==> config.mk <==
export PLATFORM = sky130hd
export DESIGN_NAME = bcpe_div
export DESIGN_NICKNAME = d
export VERILOG_FILES = /design/src/rtl/bcpe_pkg.sv /design/src/rtl/bcpe_div.sv
export SDC_FILE = /design/constraint.sdc
export NUM_CORES = 1
export LEC_CHECK = 0
export BUFFER_PORTS_ARGS = -buffer_cell sky130_fd_sc_hd__buf_2
export CORE_MARGIN = 1.5
export CORE_UTILIZATION = 41
export DETAILED_ROUTE_END_ITERATION = 10
export PLACE_DENSITY_LB_ADDON = 0.2
export SYNTH_ARGS = -nofsm -noshare
export SYNTH_HDL_FRONTEND = slang
export SYNTH_SLANG_ARGS = --single-unit
==> constraint.sdc <==
create_clock -name clk_i -period 4.12 [get_ports clk_i]
set_input_delay 0.824 -clock clk_i [delete_from_list [all_inputs] [get_ports clk_i]]
set_output_delay 0.824 -clock clk_i [all_outputs]
set_load 0.005 [all_outputs]
==> src/rtl/bcpe_pkg.sv <==
// Package for the Bezier curve point evaluator: widths, codes and shared types.
// Holds the fixed-point multiply and binomial table functions used by the datapath.
// Depends on nothing; every other file of the block imports it.
package bcpe_pkg;

  localparam int MAX_CTRL_PTS    = 8;
  localparam int COORD_BITS      = 16;
  localparam int PARAM_FRAC_BITS = 16;

  localparam int STEP_W     = 16;
  localparam int SEG_W      = 16;
  localparam int NPTS_W     = 4;
  localparam int SLOT_W     = 3;
  localparam int CFG_IDX_W  = 2;
  localparam int CFG_DATA_W = 16;

  // Parameter u and the power products carry one integer bit so that 1.0 is exact.
  localparam int PW         = PARAM_FRAC_BITS + 1;
  localparam int DIVIDEND_W = STEP_W + PARAM_FRAC_BITS;
  localparam int NUM_POW    = MAX_CTRL_PTS - 1;
  localparam int BINOM_W    = MAX_CTRL_PTS;
  localparam int WGT_W      = BINOM_W + PW;
  localparam int PROD_W     = COORD_BITS + WGT_W + 1;
  localparam int ACC_W      = PROD_W + $clog2(MAX_CTRL_PTS);
  localparam int HALF       = (MAX_CTRL_PTS + 1) / 2;
  localparam int PIPE_LAT   = PW + NUM_POW + 4;

  localparam logic [NPTS_W-1:0] NPTS_RST = NPTS_W'(4);
  localparam logic [SEG_W-1:0]  SEG_RST  = SEG_W'(1000);
  localparam logic [PW-1:0]     ONE      = PW'(1) << PARAM_FRAC_BITS;

  typedef enum logic {
    CMD_LOAD = 1'b0,
    CMD_EVAL = 1'b1
  } cmd_e;

  typedef enum logic [CFG_IDX_W-1:0] {
    CFG_NUM_CTRL_PTS = 2'd0,
    CFG_NUM_SEGMENTS = 2'd1
  } cfg_idx_e;

  typedef logic signed [COORD_BITS-1:0] coord_t;

  typedef struct packed {
    cmd_e               cmd;
    logic [SLOT_W-1:0]  slot;
    coord_t [2:0]       pt;
  } item_t;

  // Product of two values with PARAM_FRAC_BITS fraction bits, rounded half up.
  function automatic logic [PW-1:0] qmul(input logic [PW-1:0] a, input logic [PW-1:0] b);
    logic [2*PW-1:0] prod;
    prod = (2*PW)'(a) * (2*PW)'(b) + ((2*PW)'(1) << (PARAM_FRAC_BITS - 1));
    return prod[PARAM_FRAC_BITS +: PW];
  endfunction

  // Binomial coefficient from Pascal's triangle; only ever called with constants.
  function automatic logic [BINOM_W-1:0] binom(input int n, input int j);
    logic [BINOM_W-1:0] row [MAX_CTRL_PTS];
    for (int i = 0; i < MAX_CTRL_PTS; i++) row[i] = '0;
    row[0] = BINOM_W'(1);
    for (int r = 1; r <= n; r++) begin
      for (int i = r; i >= 1; i--) row[i] = row[i] + row[i-1];
    end
    return row[j];
  endfunction

endpackage

==> src/rtl/bcpe_div.sv <==
// Pipelined restoring divider that forms the curve parameter u, one quotient bit per stage.
// Depends on bcpe_pkg.
module bcpe_div (
  input  logic                             clk_i,
  input  logic                             rst_ni,
  input  logic                             valid_i,
  input  logic [bcpe_pkg::DIVIDEND_W-1:0]  dividend_i,
  input  logic [bcpe_pkg::SEG_W-1:0]       divisor_i,
  output logic                             valid_o,
  output logic [bcpe_pkg::PW-1:0]          quot_o
);
  import bcpe_pkg::*;

  logic              vld_q [PW];
  logic [SEG_W-1:0]  rem_q [PW];
  logic [SEG_W-1:0]  rem_d [PW];
  logic [PW-1:0]     low_q [PW];
  logic [PW-1:0]     low_d [PW];
  logic [PW-1:0]     quo_q [PW];
  logic [PW-1:0]     quo_d [PW];

  // Returns the quotient bit above the new remainder.
  function automatic logic [SEG_W:0] div_step(input logic [SEG_W-1:0] rem, input logic nb,
                                              input logic [SEG_W-1:0] d);
    logic [SEG_W:0] trial;
    trial = {rem, nb};
    if (trial >= {1'b0, d}) return {1'b1, SEG_W'(trial - {1'b0, d})};
    else return {1'b0, trial[SEG_W-1:0]};
  endfunction

  // The quotient is below 2^PW, so the upper dividend bits are already below the divisor.
  always_comb begin
    logic [SEG_W:0] st;
    st = div_step(SEG_W'(dividend_i[DIVIDEND_W-1:PW]), dividend_i[PW-1], divisor_i);
    rem_d[0] = st[SEG_W-1:0];
    quo_d[0] = {{(PW-1){1'b0}}, st[SEG_W]};
    low_d[0] = {dividend_i[PW-2:0], 1'b0};
    for (int s = 1; s < PW; s++) begin
      st = div_step(rem_q[s-1], low_q[s-1][PW-1], divisor_i);
      rem_d[s] = st[SEG_W-1:0];
      quo_d[s] = {quo_q[s-1][PW-2:0], st[SEG_W]};
      low_d[s] = {low_q[s-1][PW-2:0], 1'b0};
    end
  end

  always_ff @(posedge clk_i or negedge rst_ni) begin
    if (!rst_ni) begin
      for (int s = 0; s < PW; s++) vld_q[s] <= 1'b0;
    end else begin
      vld_q[0] <= valid_i;
      for (int s = 1; s < PW; s++) vld_q[s] <= vld_q[s-1];
    end
  end

  always_ff @(posedge clk_i) begin
    for (int s = 0; s < PW; s++) begin
      rem_q[s] <= rem_d[s];
      low_q[s] <= low_d[s];
      quo_q[s] <= quo_d[s];
    end
  end

  assign valid_o = vld_q[PW-1];
  assign quot_o  = quo_q[PW-1];

endmodule

==> results of run 1 <==
==> flip-flops by register name, summed over array words and instances, names as in the netlist <==
signal / flops
low_q: 136
quo_q: 153
rem_q: 256
valid_o: 1
vld_q: 16
==> worst max-delay path: stages <==
cell and delay (ns):
buf_2 0.09, inv_1 0.49, ha_1 0.41, a211oi_1 0.34, a21oi_1 0.12, o21a_1 0.19
a211oi_2 0.31, a21oi_1 0.11, a2111o_1 0.48, buf_4 0.21, mux2_2 0.30
==> power by group through the flow <==
stage / logic (µW) / clock network (µW) / registers (µW)
5_1_grt: 14600 / 5830 / 8920
4_1_cts: 12900 / 5600 / 8740
3_5_place_dp: 12800 / 0 / 8830
2_1_floorplan: 9990 / 0 / 8290
6_report: 12900 / 5420 / 8730
3_3_place_gp: 12600 / 0 / 8840
==> per-stage QoR <==
| stage | power [µW] | area [µm²] | cells |
|---|---|---|---|
| global placement | 21400 | 27700 | 3567 |
| finish | 27100 | 29700 | 3680 |
| global route | 29300 | 29700 | 3680 |
| floorplan | 18300 | 25700 | 2639 |
| CTS | 27300 | 29700 | 3680 |
| detailed placement | 21600 | 27700 | 3567 |
==> final cells by class <==
type	count	area [µm²]	area share, %
timing repair buffer	139	1070	3.61
sequential	562	11300	38.2
tap	837	1050	3.53
clock inverter	38	372	1.25
clock buffer	75	1660	5.59
inverter	107	402	1.35
multi-input combinational	1922	13800	46.5
==> per-layer routing <==
metal  wire (µm)  vias up  GRT usage (%)
met5           0        -              0
met4        1560        0           5.82
met3        2720      107           2.98
met2       28600      412           32.6
met1       29900     8873           26.7
li1            -     9688              -
==> path summary, 6_finish.rpt <==
| check | depth (start not counted) | end | slack (ns) |
|---|---|---|---|
| worst max-delay path | 11 | rem_q[0][211] | 0.71 |
| worst min-delay path | 1 | vld_q[4] | 0.10 |
| worst max register to register | 9 | rem_q[0][207] | 1.03 |
| worst min register to register | 0 | low_q[0][173] | 0.32 |
| max in group asynchronous | 1 | valid_o | 3.76 |
| min in group clk_i | 1 | low_q[0][15] | 0.29 |
==> cells in the final DEF, fill, tap and decap left out, types with 55 or more instances in the layout <==
cell type / count
dfxtp_1: 545
ha_1: 272
a21oi_1: 231
nor2_1: 202
nand2_1: 194
o21ai_0: 172
xnor2_1: 114
inv_1: 105
xor2_1: 80
mux2_2: 74
buf_2: 68
clkbuf_16: 62
buf_4: 55
==> logic make-up (layout without fill, tap and decap cells) <==
kind of cell	count (synthesis)	in the layout	synth area share [%]
buffers and inverters	155	359	2.37
AND/OR/NAND/NOR	671	671	12.3
flip-flops	562	562	44.0
AO/OA/AOI/OAI	682	682	16.4
multiplexers	87	87	3.82
XOR/XNOR	194	194	6.60
adder cells (fa/ha/maj)	288	288	14.5
==> reports/results.txt, run 1 <==
Clock Power Share - 20.0%
Core area - 0.0618 mm²
CTS tree - built
Vias in the first global route - 18755
Layout cells sized above 1 - 12.7%
Drc violations - 0
Hold_buf cts - 0
CTS HTree Levels - 2
Fillers - 5764
Cell Area, Synth - 0.0257 mm²
CTS Buffer Depth - 3
Tcrit/Tclk final - 82.7%
Synth top cells by count - dfxtp_1 (545), ha_1 (272), a21oi_1 (231)
Yosys warns - 0
Combinational share of power - 47.8%
Critical Path End Type - flop
HPWL after detailed placement - 46500 µm
Total GRT Usage - 19.8%
Final Skew - 0.0183 ns
Die Height - 254 µm
Largest net degree at the start of global routing - 33
Gpl congestion - 0.878
Hold Crit Class - input pin to asynchronous set/reset pin
Max VDD drop - 0.445 mV
CTS root buf - clkbuf_16
Unrepaired setup endpoints after global routing - false
Initial antenna violation count - 1
Port Buffer Count - 68
Endpoints failing setup - 0
Final antenna-violating net count - 0
FMAX - 294 MHz
Number of setup buffers added after CTS - 0
Synth top area cells - dfxtp_1 (42%), ha_1 (13%), a21oi_1 (4.5%)
P_sw - 10300 µW
Initial drt markers - 1042
Initial Utilization - 41.6%
Crit path kind - input pin to flop
Setup TNS - 0 ns
Area growth syn-to-layout - 15.4%
Post-Syn Nets - 2978
Max Cap Viol - 0
Count of different cell masters after synthesis - 76
Pleak - 0.0131 µW
# clock sinks - 562
Net count, final - 3132
Critical Path Start Type - input pin
Die Wd - 254 µm
PD cells - 912 mW/mm²
Final Routed Wirelength - 62700 µm
Setup WS post-layout - 0.714 ns
Critical Path Fanout Max - 7
Status - finished clean
Reg clk slew, reported paths - 0.06 ns
Worst rel slew slack - 50.9%
First-pass GRT wire length - 100000 µm
Count leader, synth - dfxtp_1
Synth Flop Type - dfxtp_1
Worst R2R Start - rem_q[0][177]
Top cell type by total area after synthesis - dfxtp_1
Post-Route Utilization - 48.0%
Switch share - 38.1%
1st-pass router iterations - 5
Via count - 19080
Async set-reset flop share out of synthesis - 3.02%
Slew Limit Fails - 0
#FFs+latches synth - 562
Final hold vios - 0
Drt wl/cell - 17.1 µm
Sequential fraction of the synthesis area - 44.0%
Worst EP arrival - 3.90 ns
Post-synth EDFFs - 0
Cts bufs inserted - 61
Pre-CTS WS - 0.141 ns
Internal power - 16800 µW
Resize count post-CTS - 0
Worst-margin pin slew - 0.736 ns
Syn Area/Cell - 9.75 µm²
Sequential share of power - 32.2%
Hold_ws - 0.100 ns
CP startpoint - divisor_i[10]
Die area - 0.0643 mm²
Post-synth top area share - 42.4%
IO Pins - 69
Final min period - 3.41 ns
Vias per cell - 5.18
Worst-Skew Late Latency - 0.63 ns
Row count - 91
CP required - 4.61 ns
Mapped Cells - 2639
Gr ovfl total - 0
Diodes inserted - 0
No activity file was read; power rests on OpenSTA's default activity.
==> run 2, diff against run 1 <==
clock period = 3.45 ns   (was 4.12 ns; I/O delays follow)
==> run 2 against run 1 <==
  * Wire length rose by 4.1%
  * Via count rose by 4.2%
  * Sequential power rose by 19%
  * Power rose by 26%
  * Clock power rose by 23%
  * Clock skew rose by 0.00072 ns
  * Register-to-register slack got worse by 0.41 ns
  * Combinational power rose by 32%
==> reports/results.txt, run 2 (synthesis gave the netlist of run 1 again) <==
Status - finished clean
Die Height - 254 µm (unchanged)
Critical-path cell list - buf_2 > inv_1 > buf_12 > ha_1 > nand2_1 > o21bai_1 > a21boi_0 > o41ai_1 > buf_4 > o211ai_1 > or4_1 > a31oi_1 > xor2_1 > o21ai_0
Endpoints failing setup - 0 (unchanged)
PD cells - 1090 mW/mm² (+19%)
Post-Route Utilization - 50.6% (+2.6 points)
HPWL after detailed placement - 49300 µm (+5.9%)
Die Wd - 254 µm (unchanged)
Fillers - 5652 (-1.9%)
Number of setup buffers added after CTS - 0 (unchanged)
First-pass GRT wire length - 103000 µm (+2.9%)
Critical Path End Type - flop
CTS Buffer Depth - 3 (unchanged)
Gr ovfl total - 0 (unchanged)
Pleak - 0.0140 µW (+7.0%)
Biggest regs - rem_q: 256 flops, quo_q: 153 flops, low_q: 136 flops
Crit path kind - input pin to flop
Max VDD drop - 0.477 mV (+7.1%)
Worst rel slew slack - 64.0% (+13 points)
Setup TNS - 0 ns (unchanged)
WL met2 - 29600 µm (+3.4%)
Most common cell after layout, fill and taps aside - dfxtp_1
Tcrit/Tclk final - 87.4%
Drt wl/cell - 16.9 µm (-0.63%)
Most frequent cells in the layout - dfxtp_1 (545), ha_1 (271), a21oi_1 (231)
CTS tree - built
Unrepaired setup endpoints after global routing - false
Worst R2R Start - rem_q[0][149]
CP peak stage delay - 0.41 ns (-0.08 ns)
Hold path depth - 1
Worst-margin pin slew - 0.526 ns (-0.211 ns)
Net count, final - 3307 (+5.6%)
Reg with most FFs - rem_q
CTS HTree Levels - 2 (unchanged)
CTS root buf - clkbuf_16
Flop2flop setup slack - 0.62 ns (-0.41 ns)
Wire length on met3 - 3330 µm (+23%)
Core area - 0.0618 mm² (unchanged)
Initial drt markers - 1130 (+8.4%)
Initial antenna violation count - 0 (-1)
CP max stage cell - or4_1
Worst EP arrival - 3.52 ns (-0.38 ns)
Critical Path Fanout Max - 5 (-2)
Resize count post-CTS - 0 (unchanged)
Vias in the first global route - 19743 (+5.3%)
DR top layer - met4
Area growth syn-to-layout - 21.6%
CP startpoint - divisor_i[4]
Worst-Skew Late Latency - 0.63 ns (about the same)
Port Buffer Count - 68 (unchanged)
Reg2reg end - rem_q[0][169]
Row count - 91 (unchanged)
# clock sinks - 562 (unchanged)
Slew Limit Fails - 0 (unchanged)
Final Routed Wirelength - 65300 µm (+4.1%)
Wl on met1 - 29800 µm (-0.17%)
Total GRT Usage - 20.4% (+0.56 points)
Initial Utilization - 41.6% (unchanged)
Hold worst-path end - low_q[0][15]
Cts bufs inserted - 60 (-1.6%)
Largest net degree at the start of global routing - 30 (-9.1%)
Drc violations - 0 (unchanged)
Via count - 19886 (+4.2%)
Max reg flops - 256 (unchanged)
Hold Crit Class - input pin to flop
Final antenna-violating net count - 0 (unchanged)
Layout cells sized above 1 - 17.8% (+5.1 points)
Hold path start - dividend_i[15]
Die area - 0.0643 mm² (unchanged)
Final Power - 34100 µW (+26%)
IO Pins - 69 (unchanged)
Reg clk slew, reported paths - 0.06 ns (about the same)
Final hold vios - 0 (unchanged)
CP required - 3.95 ns (-0.66 ns)
Gpl congestion - 0.896 (+2.1%)
FMAX - 332 MHz
Final min period - 3.02 ns
Worst r2r path cells - 8 (-1)
Final Skew - 0.0190 ns (+0.000724 ns)
Vias per cell - 5.16 (-0.51%)
Max Cap Viol - 0 (unchanged)
1st-pass router iterations - 8 (+3)
Critical Path Start Type - input pin
==> run 2: metrics by stage <==
stage	cells	setup slack [ns]	hold slack, ns	area [µm²]
floorplan	2639	0.0166	0.310	25800
global placement	3742	-0.250	0.310	29200
detailed placement	3742	-0.213	0.312	29200
CTS	3854	0.445	0.120	31300
global route	3854	0.241	0.128	31300
finish	3855	0.435	0.161	31300
==> run 2: how the worst max path moves through the flow <==
| stage | slack, ns | end | depth (start not counted) |
|---|---|---|---|
| 5_1_grt | 0.24 | rem_q[0][143] | 15 |
| 2_1_floorplan | 0.02 | rem_q[0][163] | 9 |
| 3_3_place_gp | -0.25 | rem_q[0][254] | 14 |
| 4_1_cts | 0.45 | rem_q[0][254] | 14 |
| 3_5_place_dp | -0.21 | rem_q[0][254] | 14 |
| 6_report | 0.43 | rem_q[0][254] | 14 |
==> run 2: where the power goes <==
group | switching [µW] | internal, µW | leakage [µW]
Combinational | 8620 | 8420 | 0.00825
Sequential | 1340 | 9080 | 0.00479
Clock | 2700 | 3950 | 0.000991
Total | 12700 | 21500 | 0.0140
==> run 2: metal layers <==
metal	GRT usage (%)	up-vias
met4	8.91	0
met3	3.70	142
met1	26.1	9240
li1	-	10039
met2	33.4	465
met5	0	-
==> run 2: layout make-up <==
cell class	instances	area, µm²	share of cell area, %
flip-flops and latches	562	11300	36.2
multi-input cells	1922	13800	44.2
clock inverters	38	450	1.44
well taps	837	1050	3.35
repair buffers	315	2580	8.26
clock buffers	73	1650	5.28
inverters	107	405	1.29
diodes	1	2.50	0.00799
==> run 2: repair_timing <==
item	in CTS	in global routing
setup endpoints to repair	0	0
endpoints found under the hold margin	17	0
hold buffers	1	0
==> run 2: critical path: cells and delay by family <==
kind            cells  cell delay, ns
xor+xnor            1            0.08
simple gates        2            0.51
fa+ha+maj           1            0.27
buf+inv             4            0.79
compound gates      6            1.17
